`src/hw/rtl/bbs_pkg.sv`:
```
// Shared types and constants for the bounding box and sphere unit.
// No dependencies; used by every module under hw/rtl.
package bbs_pkg;

    // Coordinate format: signed Q12.12
    localparam int COORD_WIDTH = 24;
    localparam int NUM_AXES    = 3;
    localparam int AXIS_W      = 2;

    // Square root sizing: sum of three squares and its root
    localparam int SUM_W      = 2 * COORD_WIDTH + 2;
    localparam int ROOT_W     = COORD_WIDTH + 1;
    localparam int REM_W      = ROOT_W + 4;
    localparam int ROOT_STEPS = SUM_W / 2;
    localparam int CNT_W      = $clog2(ROOT_STEPS);

    // Axis select codes for the shared multiplier
    localparam logic [AXIS_W-1:0] AXIS_X = 2'd0;
    localparam logic [AXIS_W-1:0] AXIS_Y = 2'd1;
    localparam logic [AXIS_W-1:0] AXIS_Z = 2'd2;

    // Input word: one vertex
    typedef struct packed {
        logic signed [COORD_WIDTH-1:0] pos_x;
        logic signed [COORD_WIDTH-1:0] pos_y;
        logic signed [COORD_WIDTH-1:0] pos_z;
        logic                          end_of_mesh;
    } t_vertex;

    // Output word: one box and sphere per mesh
    typedef struct packed {
        logic signed [COORD_WIDTH-1:0] lo_x;
        logic signed [COORD_WIDTH-1:0] lo_y;
        logic signed [COORD_WIDTH-1:0] lo_z;
        logic signed [COORD_WIDTH-1:0] hi_x;
        logic signed [COORD_WIDTH-1:0] hi_y;
        logic signed [COORD_WIDTH-1:0] hi_z;
        logic signed [COORD_WIDTH-1:0] mid_x;
        logic signed [COORD_WIDTH-1:0] mid_y;
        logic signed [COORD_WIDTH-1:0] mid_z;
        logic        [COORD_WIDTH-1:0] sphere_radius;
    } t_result;

    // Controller states
    typedef enum logic [2:0] {
        ST_ACCUM,
        ST_DIFF,
        ST_SQR,
        ST_RINIT,
        ST_ROOT,
        ST_DONE
    } t_state;

    // Controller to datapath commands
    typedef struct packed {
        logic              box_load;
        logic              box_track;
        logic              diff_en;
        logic              sq_en;
        logic              acc_en;
        logic              root_init;
        logic              root_step;
        logic              out_load;
        logic [AXIS_W-1:0] axis;
    } t_dp_cmd;

    // Datapath to controller status
    typedef struct packed {
        logic out_busy;
    } t_dp_status;

endpackage

```
`src/hw/rtl/bounding_box_and_sphere_unit.sv`:
```
// Top level of the bounding box and sphere unit: controller plus datapath.
// Depends on bbs_pkg, bbs_ctrl and bbs_datapath.
//
// Vertices (signed Q12.12) are taken one per cycle while a mesh is being
// accumulated; the running per-axis minimum and maximum update in the cycle
// of acceptance. After the vertex flagged end_of_mesh, input ready stays low
// while the unit forms the extents, squares them on the single shared
// squarer, loads the root unit, runs the square root, which produces one
// root bit per cycle, and loads the result word into the output register.
// That load waits while the previous word is still unread; the word is held
// there until taken. Then the next mesh begins; a one-vertex mesh gives a
// zero-size box with radius zero.
module bounding_box_and_sphere_unit (
    input  logic             i_clk,
    input  logic             i_rst_n,
    input  logic             i_in_valid,
    output logic             o_in_ready,
    input  bbs_pkg::t_vertex i_in_data,
    output logic             o_out_valid,
    input  logic             i_out_ready,
    output bbs_pkg::t_result o_out_data
);

    bbs_pkg::t_dp_cmd    cmd;
    bbs_pkg::t_dp_status status;

    // Sequencer
    bbs_ctrl u_ctrl (
        .i_clk         (i_clk),
        .i_rst_n       (i_rst_n),
        .i_in_valid    (i_in_valid),
        .i_end_of_mesh (i_in_data.end_of_mesh),
        .i_status      (status),
        .o_in_ready    (o_in_ready),
        .o_cmd         (cmd)
    );

    // Arithmetic and result register
    bbs_datapath u_datapath (
        .i_clk       (i_clk),
        .i_rst_n     (i_rst_n),
        .i_cmd       (cmd),
        .i_vertex    (i_in_data),
        .i_out_ready (i_out_ready),
        .o_status    (status),
        .o_out_valid (o_out_valid),
        .o_out_data  (o_out_data)
    );

endmodule

```
`src/hw/rtl/bbs_datapath.sv`:
```
// Datapath: running extents, extent differences, shared squarer,
// digit-recurrence square root and the output word register.
// Depends on bbs_pkg.
module bbs_datapath (
    input  logic               i_clk,
    input  logic               i_rst_n,
    input  bbs_pkg::t_dp_cmd   i_cmd,
    input  bbs_pkg::t_vertex   i_vertex,
    input  logic               i_out_ready,
    output bbs_pkg::t_dp_status o_status,
    output logic               o_out_valid,
    output bbs_pkg::t_result   o_out_data
);

    localparam int W   = bbs_pkg::COORD_WIDTH;
    localparam int NA  = bbs_pkg::NUM_AXES;
    localparam int SW  = bbs_pkg::SUM_W;
    localparam int RW  = bbs_pkg::ROOT_W;
    localparam int MW  = bbs_pkg::REM_W;

    logic signed [W-1:0] r_lo [NA];
    logic signed [W-1:0] r_hi [NA];
    logic        [W-1:0] r_d  [NA];
    logic      [2*W-1:0] r_prod;
    logic       [SW-1:0] r_sum;
    logic       [SW-1:0] r_n;
    logic       [MW-1:0] r_rem;
    logic       [RW-1:0] r_root;
    bbs_pkg::t_result    r_out;
    logic                r_out_valid;

    logic signed [W-1:0] pos [NA];
    logic        [W-1:0] d_sel;
    logic      [2*W-1:0] d_ext;
    logic       [MW-1:0] rem_sh;
    logic       [MW-1:0] trial;
    logic        [W-1:0] mid [NA];

    assign pos[0] = i_vertex.pos_x;
    assign pos[1] = i_vertex.pos_y;
    assign pos[2] = i_vertex.pos_z;

    // Running minimum and maximum per axis
    always_ff @(posedge i_clk) begin
        for (int a = 0; a < NA; a++) begin
            if (i_cmd.box_load) begin
                r_lo[a] <= pos[a];
                r_hi[a] <= pos[a];
            end else if (i_cmd.box_track) begin
                if (pos[a] < r_lo[a]) begin
                    r_lo[a] <= pos[a];
                end else if (pos[a] > r_hi[a]) begin
                    r_hi[a] <= pos[a];
                end
            end
        end
    end

    // Extent per axis; always fits W bits unsigned since hi >= lo
    always_ff @(posedge i_clk) begin
        if (i_cmd.diff_en) begin
            for (int a = 0; a < NA; a++) begin
                r_d[a] <= W'(r_hi[a] - r_lo[a]);
            end
        end
    end

    // Axis mux for the shared squarer
    always_comb begin
        case (i_cmd.axis)
            bbs_pkg::AXIS_X: d_sel = r_d[0];
            bbs_pkg::AXIS_Y: d_sel = r_d[1];
            bbs_pkg::AXIS_Z: d_sel = r_d[2];
            default:         d_sel = '0;
        endcase
    end

    assign d_ext = {{W{1'b0}}, d_sel};

    // Square one axis per cycle, accumulate the registered product
    always_ff @(posedge i_clk) begin
        if (i_cmd.sq_en) begin
            r_prod <= d_ext * d_ext;
        end
        if (i_cmd.diff_en) begin
            r_sum <= '0;
        end else if (i_cmd.acc_en) begin
            r_sum <= r_sum + {2'b00, r_prod};
        end
    end

    // Square root: two radicand bits per step, one root bit out
    assign rem_sh = {r_rem[MW-3:0], r_n[SW-1:SW-2]};
    assign trial  = {3'b000, r_root[RW-2:0], 2'b01};

    always_ff @(posedge i_clk) begin
        if (i_cmd.root_init) begin
            r_n    <= r_sum;
            r_rem  <= '0;
            r_root <= '0;
        end else if (i_cmd.root_step) begin
            r_n <= {r_n[SW-3:0], 2'b00};
            if (rem_sh >= trial) begin
                r_rem  <= rem_sh - trial;
                r_root <= {r_root[RW-2:0], 1'b1};
            end else begin
                r_rem  <= rem_sh;
                r_root <= {r_root[RW-2:0], 1'b0};
            end
        end
    end

    // Center: half extent, floored, plus minimum
    always_comb begin
        for (int a = 0; a < NA; a++) begin
            mid[a] = {1'b0, r_d[a][W-1:1]} + r_lo[a];
        end
    end

    // Output word register
    always_ff @(posedge i_clk) begin
        if (i_cmd.out_load) begin
            r_out.lo_x          <= r_lo[0];
            r_out.lo_y          <= r_lo[1];
            r_out.lo_z          <= r_lo[2];
            r_out.hi_x          <= r_hi[0];
            r_out.hi_y          <= r_hi[1];
            r_out.hi_z          <= r_hi[2];
            r_out.mid_x         <= mid[0];
            r_out.mid_y         <= mid[1];
            r_out.mid_z         <= mid[2];
            r_out.sphere_radius <= r_root[RW-1:1];
        end
    end

    always_ff @(posedge i_clk) begin
        if (!i_rst_n) begin
            r_out_valid <= 1'b0;
        end else if (i_cmd.out_load) begin
            r_out_valid <= 1'b1;
        end else if (i_out_ready) begin
            r_out_valid <= 1'b0;
        end
    end

    assign o_status.out_busy = r_out_valid & ~i_out_ready;
    assign o_out_valid       = r_out_valid;
    assign o_out_data        = r_out;

endmodule

```
`src/hw/rtl/bbs_ctrl.sv`:
```
// Controller: sequences accumulate, extent, squaring, square root and
// output load for each mesh. Depends on bbs_pkg.
module bbs_ctrl (
    input  logic                i_clk,
    input  logic                i_rst_n,
    input  logic                i_in_valid,
    input  logic                i_end_of_mesh,
    input  bbs_pkg::t_dp_status i_status,
    output logic                o_in_ready,
    output bbs_pkg::t_dp_cmd    o_cmd
);

    localparam int CW = bbs_pkg::CNT_W;
    localparam logic [CW-1:0] SQR_LAST  = CW'(bbs_pkg::NUM_AXES);
    localparam logic [CW-1:0] ROOT_LAST = CW'(bbs_pkg::ROOT_STEPS - 1);

    bbs_pkg::t_state r_state, n_state;
    logic [CW-1:0]   r_cnt, n_cnt;
    logic            r_fresh, n_fresh;
    logic            accept;

    assign accept = i_in_valid & o_in_ready;

    // State, step counter and start-of-mesh flag
    always_ff @(posedge i_clk) begin
        if (!i_rst_n) begin
            r_state <= bbs_pkg::ST_ACCUM;
            r_cnt   <= '0;
            r_fresh <= 1'b1;
        end else begin
            r_state <= n_state;
            r_cnt   <= n_cnt;
            r_fresh <= n_fresh;
        end
    end

    // Next state
    always_comb begin
        n_state = r_state;
        case (r_state)
            bbs_pkg::ST_ACCUM: begin
                if (accept && i_end_of_mesh) begin
                    n_state = bbs_pkg::ST_DIFF;
                end
            end
            bbs_pkg::ST_DIFF:  n_state = bbs_pkg::ST_SQR;
            bbs_pkg::ST_SQR: begin
                if (r_cnt == SQR_LAST) begin
                    n_state = bbs_pkg::ST_RINIT;
                end
            end
            bbs_pkg::ST_RINIT: n_state = bbs_pkg::ST_ROOT;
            bbs_pkg::ST_ROOT: begin
                if (r_cnt == ROOT_LAST) begin
                    n_state = bbs_pkg::ST_DONE;
                end
            end
            bbs_pkg::ST_DONE: begin
                if (!i_status.out_busy) begin
                    n_state = bbs_pkg::ST_ACCUM;
                end
            end
            default:           n_state = bbs_pkg::ST_ACCUM;
        endcase
    end

    // Counter and start-of-mesh flag
    always_comb begin
        n_fresh = r_fresh;
        if (accept) begin
            n_fresh = i_end_of_mesh;
        end
        case (r_state)
            bbs_pkg::ST_SQR,
            bbs_pkg::ST_ROOT: n_cnt = r_cnt + 1'b1;
            default:          n_cnt = '0;
        endcase
    end

    // Commands to the datapath
    always_comb begin
        o_in_ready = 1'b0;
        o_cmd      = '0;
        case (r_state)
            bbs_pkg::ST_ACCUM: begin
                o_in_ready      = 1'b1;
                o_cmd.box_load  = accept & r_fresh;
                o_cmd.box_track = accept & ~r_fresh;
            end
            bbs_pkg::ST_DIFF:  o_cmd.diff_en = 1'b1;
            bbs_pkg::ST_SQR: begin
                o_cmd.sq_en  = (r_cnt != SQR_LAST);
                o_cmd.acc_en = (r_cnt != '0);
                o_cmd.axis   = r_cnt[bbs_pkg::AXIS_W-1:0];
            end
            bbs_pkg::ST_RINIT: o_cmd.root_init = 1'b1;
            bbs_pkg::ST_ROOT:  o_cmd.root_step = 1'b1;
            bbs_pkg::ST_DONE:  o_cmd.out_load  = ~i_status.out_busy;
            default:           o_cmd = '0;
        endcase
    end

endmodule
```
`config.mk`:
```
export PLATFORM = sky130hd
export DESIGN_NAME = bounding_box_and_sphere_unit
export DESIGN_NICKNAME = d
export VERILOG_FILES = /design/src/hw/rtl/bbs_pkg.sv /design/src/hw/rtl/bounding_box_and_sphere_unit.sv /design/src/hw/rtl/bbs_datapath.sv /design/src/hw/rtl/bbs_ctrl.sv
export SDC_FILE = /design/constraint.sdc
export NUM_CORES = 2
export LEC_CHECK = 0
export ABC_AREA = 1
export BUFFER_PORTS_ARGS = -buffer_cell sky130_fd_sc_hd__buf_4
export CAP_MARGIN = 20
export CORE_MARGIN = 8
export CORE_UTILIZATION = 34
export DETAILED_ROUTE_END_ITERATION = 8
export GPL_TIMING_DRIVEN = 0
export PLACE_DENSITY = 0.61
export SYNTH_ARGS = -nofsm -noshare
export SYNTH_HDL_FRONTEND = slang
export SYNTH_SLANG_ARGS = --single-unit
export TNS_END_PERCENT = 20
```
`constraint.sdc`:
```
create_clock -name i_clk -period 14.23 [get_ports i_clk]
set_clock_uncertainty 0.2 [all_clocks]
set_input_delay 2.846 -clock i_clk [delete_from_list [all_inputs] [get_ports i_clk]]
set_output_delay 2.846 -clock i_clk [all_outputs]
set_load 0.01 [all_outputs]
```
==> summary.txt <==
Clock network
  – Hold Buf Count CTS: 0
  – Max clock buf depth: 3
  – H-tree depth: 3
  – TritonCTS Sinks: 665
  – Worst skew pair latency: 0.69 ns
  – CTS tree: built
  – Clock Root Buffer: clkbuf_16
  – # resized after CTS: 0
  – TritonCTS buffer count: 73
  – Clk slew on worst S/H paths: 0.06 ns
  – Postcts setup bufs: 0

Layout
  – Commonest cells after routing, fill and taps aside: 1592 x nand2_1, 1433 x inv_1, 553 x edfxtp_1
  – Filler cell count: 16500
  – Layout net count: 8001
  – Layout area overhead: 14.1%
  – Leading cell type in the layout, fill and taps excluded: nand2_1
  – Layout cells sized above 1: 0.0761

Synthesis
  – Adder-cell share of the synthesized area: 0.272
  – Main combinational cell family by area after synthesis: adder cells
  – Mapped cell area: 55700 sq um
  – Mapped Cells: 6561
  – Synth area leader: edfxtp_1
  – Netlist cell types: 48
  – Share of the synthesized area in the top cell type: 0.298
  – Synth Area in Compound Gates: 0.0776
  – YS warnings: 0
  – Mux cell area share after synthesis: 0.000382
  – Register area share after synthesis: 0.338
  – Synthesized net count: 7592
  – Synth Area in Simple Gates: 0.176
  – Yosys reg bits: 665
  – Synth area leaders: edfxtp_1 30%, fa_1 15%, ha_1 12%, nand2_1 11%, inv_1 9.7%
  – Synth Area in XOR/XNOR: 0.0305
  – Avg Inst Size Synth: 8.49 sq um

Global route
  – Initial antenna violation count: 3
  – First-pass GRT wire length: 268 mm
  – Total GRT Usage: 0.196
  – Met3 usage: 0.0349
  – Most Crowded Layer GR: met2
  – Largest net degree at the start of global routing: 59
  – Met1 Track Usage GR: 0.258
  – Met2 Use GR: 0.323
  – Vias in the first global route: 46000
  – Overflow after GRT: 0

Placed design
  – Post-DP HPWL: 146 mm
  – I/O Buffers: 318
  – GPL Wtd Cong: 0.966

STA
  – Tcrit/Tclk final: 0.640
  – WHS: 0.230 ns
  – Final count of negative-setup-slack endpoints: 0
  – RSZ-0062 raised after global routing: no
  – Max Slew Vio Count: 0
  – Final hold vios: 0
  – Fin crit period: 9.10 ns
  – Slew headroom: 0.341
  – Slew at the pin closest to its max-slew limit: 0.985 ns
  – Fmax: 110 MHz

Routing
  – Routed Wire Length: 176 mm
  – ANT nets after route: 0
  – DRC: 0
  – Number of vias per cell: 4.92
  – Wirelength per Cell: 19.1 microns
  – Initial DRC Count: 3491
  – DR pass1 iterations: 6
  – Vias: 45300

Setup path
  – Crit start category: flip-flop
  – Worst Path Max Fanout: 10
  – CP endpoint kind: flip-flop
  – Cell at the slowest stage of the critical path: fa_1
  – WP data arrival: 9.29 ns
  – Worst Path Buf+Inv: 9
  – Crit Path Category: flip-flop to flip-flop
  – Delay-heaviest family, CP: adder cells
  – Required time worst endpoint: 14.42 ns
  – Largest stage delay, worst path: 0.64 ns
  – Most Frequent Cell on Critical Path: fa_1

Floorplan
  – IO Count: 319
  – Core region area: 163000 sq um
  – Die area: 177000 sq um
  – Die width: 421 microns
  – # rows: 148
  – Initial Utilization: 0.342
  – Die height: 421 microns

Hold path
  – Hold Crit Class: flip-flop to flip-flop

Run status
  – Status: finished, final reports clean

Run
  – Max Cap Violations: 0
[cell type report]
class | count | area (sq um) | area share
antenna | 2 | 5.00 | 0.0000787
inverter | 1447 | 5430 | 0.0854
clock buffer | 85 | 1940 | 0.0305
timing repair buffer | 334 | 2740 | 0.0431
clock inverter | 47 | 455 | 0.00716
tap | 2175 | 2720 | 0.0428
buffer | 94 | 442 | 0.00694
multi-input combinational | 4355 | 31000 | 0.488
sequential | 665 | 18800 | 0.296
[per-stage QoR]
step / utilization / instances / worst slack (ns) / instance area [sq um] / TNS, ns
2_1_floorplan: - / 6561 / 0.407 / 55700 / 0
5_1_grt: 0.391 / 9203 / 4.90 / 63600 / 0
4_1_cts: 0.391 / 9201 / 5.30 / 63600 / 0
6_report: 0.391 / 9204 / 5.13 / 63600 / 0
3_5_place_dp: 0.376 / 9069 / 5.39 / 61200 / 0
3_3_place_gp: 0.374 / 9054 / -4.90 / 60800 / -1147.24
[registers in the layout, indices dropped and copies added, names as in the netlist]
name,flops
u_datapath.r_prod,47
u_datapath.r_root,25
u_datapath.r_lo,72
u_datapath.r_rem,27
u_ctrl.r_fresh,1
u_datapath.r_hi,72
u_ctrl.r_state,3
u_ctrl.r_cnt,5
u_datapath.r_d,72
u_datapath.o_out_valid,1
u_datapath.r_sum,50
u_datapath.r_n,50
u_datapath.o_out_data,240
[Yosys cell counts, drive strengths merged]
cell     count
nand2     1593
inv       1447
edfxtp     553
ha         523
fa         431
a21oi      405
nor2       404
nand3      239
o21ai      236
xor2       131
dfxtp      112
nand4       77
xnor2       63
nor3        57
buf         53
clkbuf      41
o21bai      28
o22ai       23
a21o        21
o21a        19
nor4        18
nand3b      13
a211oi      10
a21boi      10
a31oi       10
a221o        8
o211ai       8
a22oi        7
and2         5
or2          3
nand2b       2
o2111ai      2
o311ai       2
and3         1
mux2         1
mux2i        1
nor2b        1
nor3b        1
o211a        1
o31ai        1
[metal layers]
metal	vias up	share of wire	wire length, microns
li1	21700	-	-
met1	21800	0.44	76700
met2	1458	0.46	80600
met3	331	0.068	11900
met4	4	0.039	6860
met5	-	0.00013	23
[worst reg2reg max path, delay by kind of cell (launching register included)]
family,cells,cell delay (ns)
buffers and inverters,9,1.23
AOI/OAI and AO/OA,4,0.79
DFF,1,0.41
adders and majority gates,8,4.17
and+or+nand+nor,9,1.99
[final timing paths]
kind,from,to,slack [ns],cells past startpoint
worst max-delay path,u_ctrl.r_state[1],u_datapath.r_prod[43],5.13,30
worst min-delay path,u_datapath.r_root[8],u_datapath.o_out_data[7],0.23,0
worst max register to register,u_ctrl.r_state[1],u_datapath.r_prod[43],5.13,30
worst min register to register,u_datapath.r_root[8],u_datapath.o_out_data[7],0.23,0
[cells by family after synthesis]
family                     count (synthesis)
muxes                                      2
AOI/OAI and AO/OA                        791
adders and majority gates                954
xor gates and xnor gates                 194
buffers and inverters                   1541
and+or+nand+nor                         2414
DFF                                      665
Power is left out: the tool's default activity adds up to more than one toggle a clock period on the data nets, which glitch-free logic cannot reach.
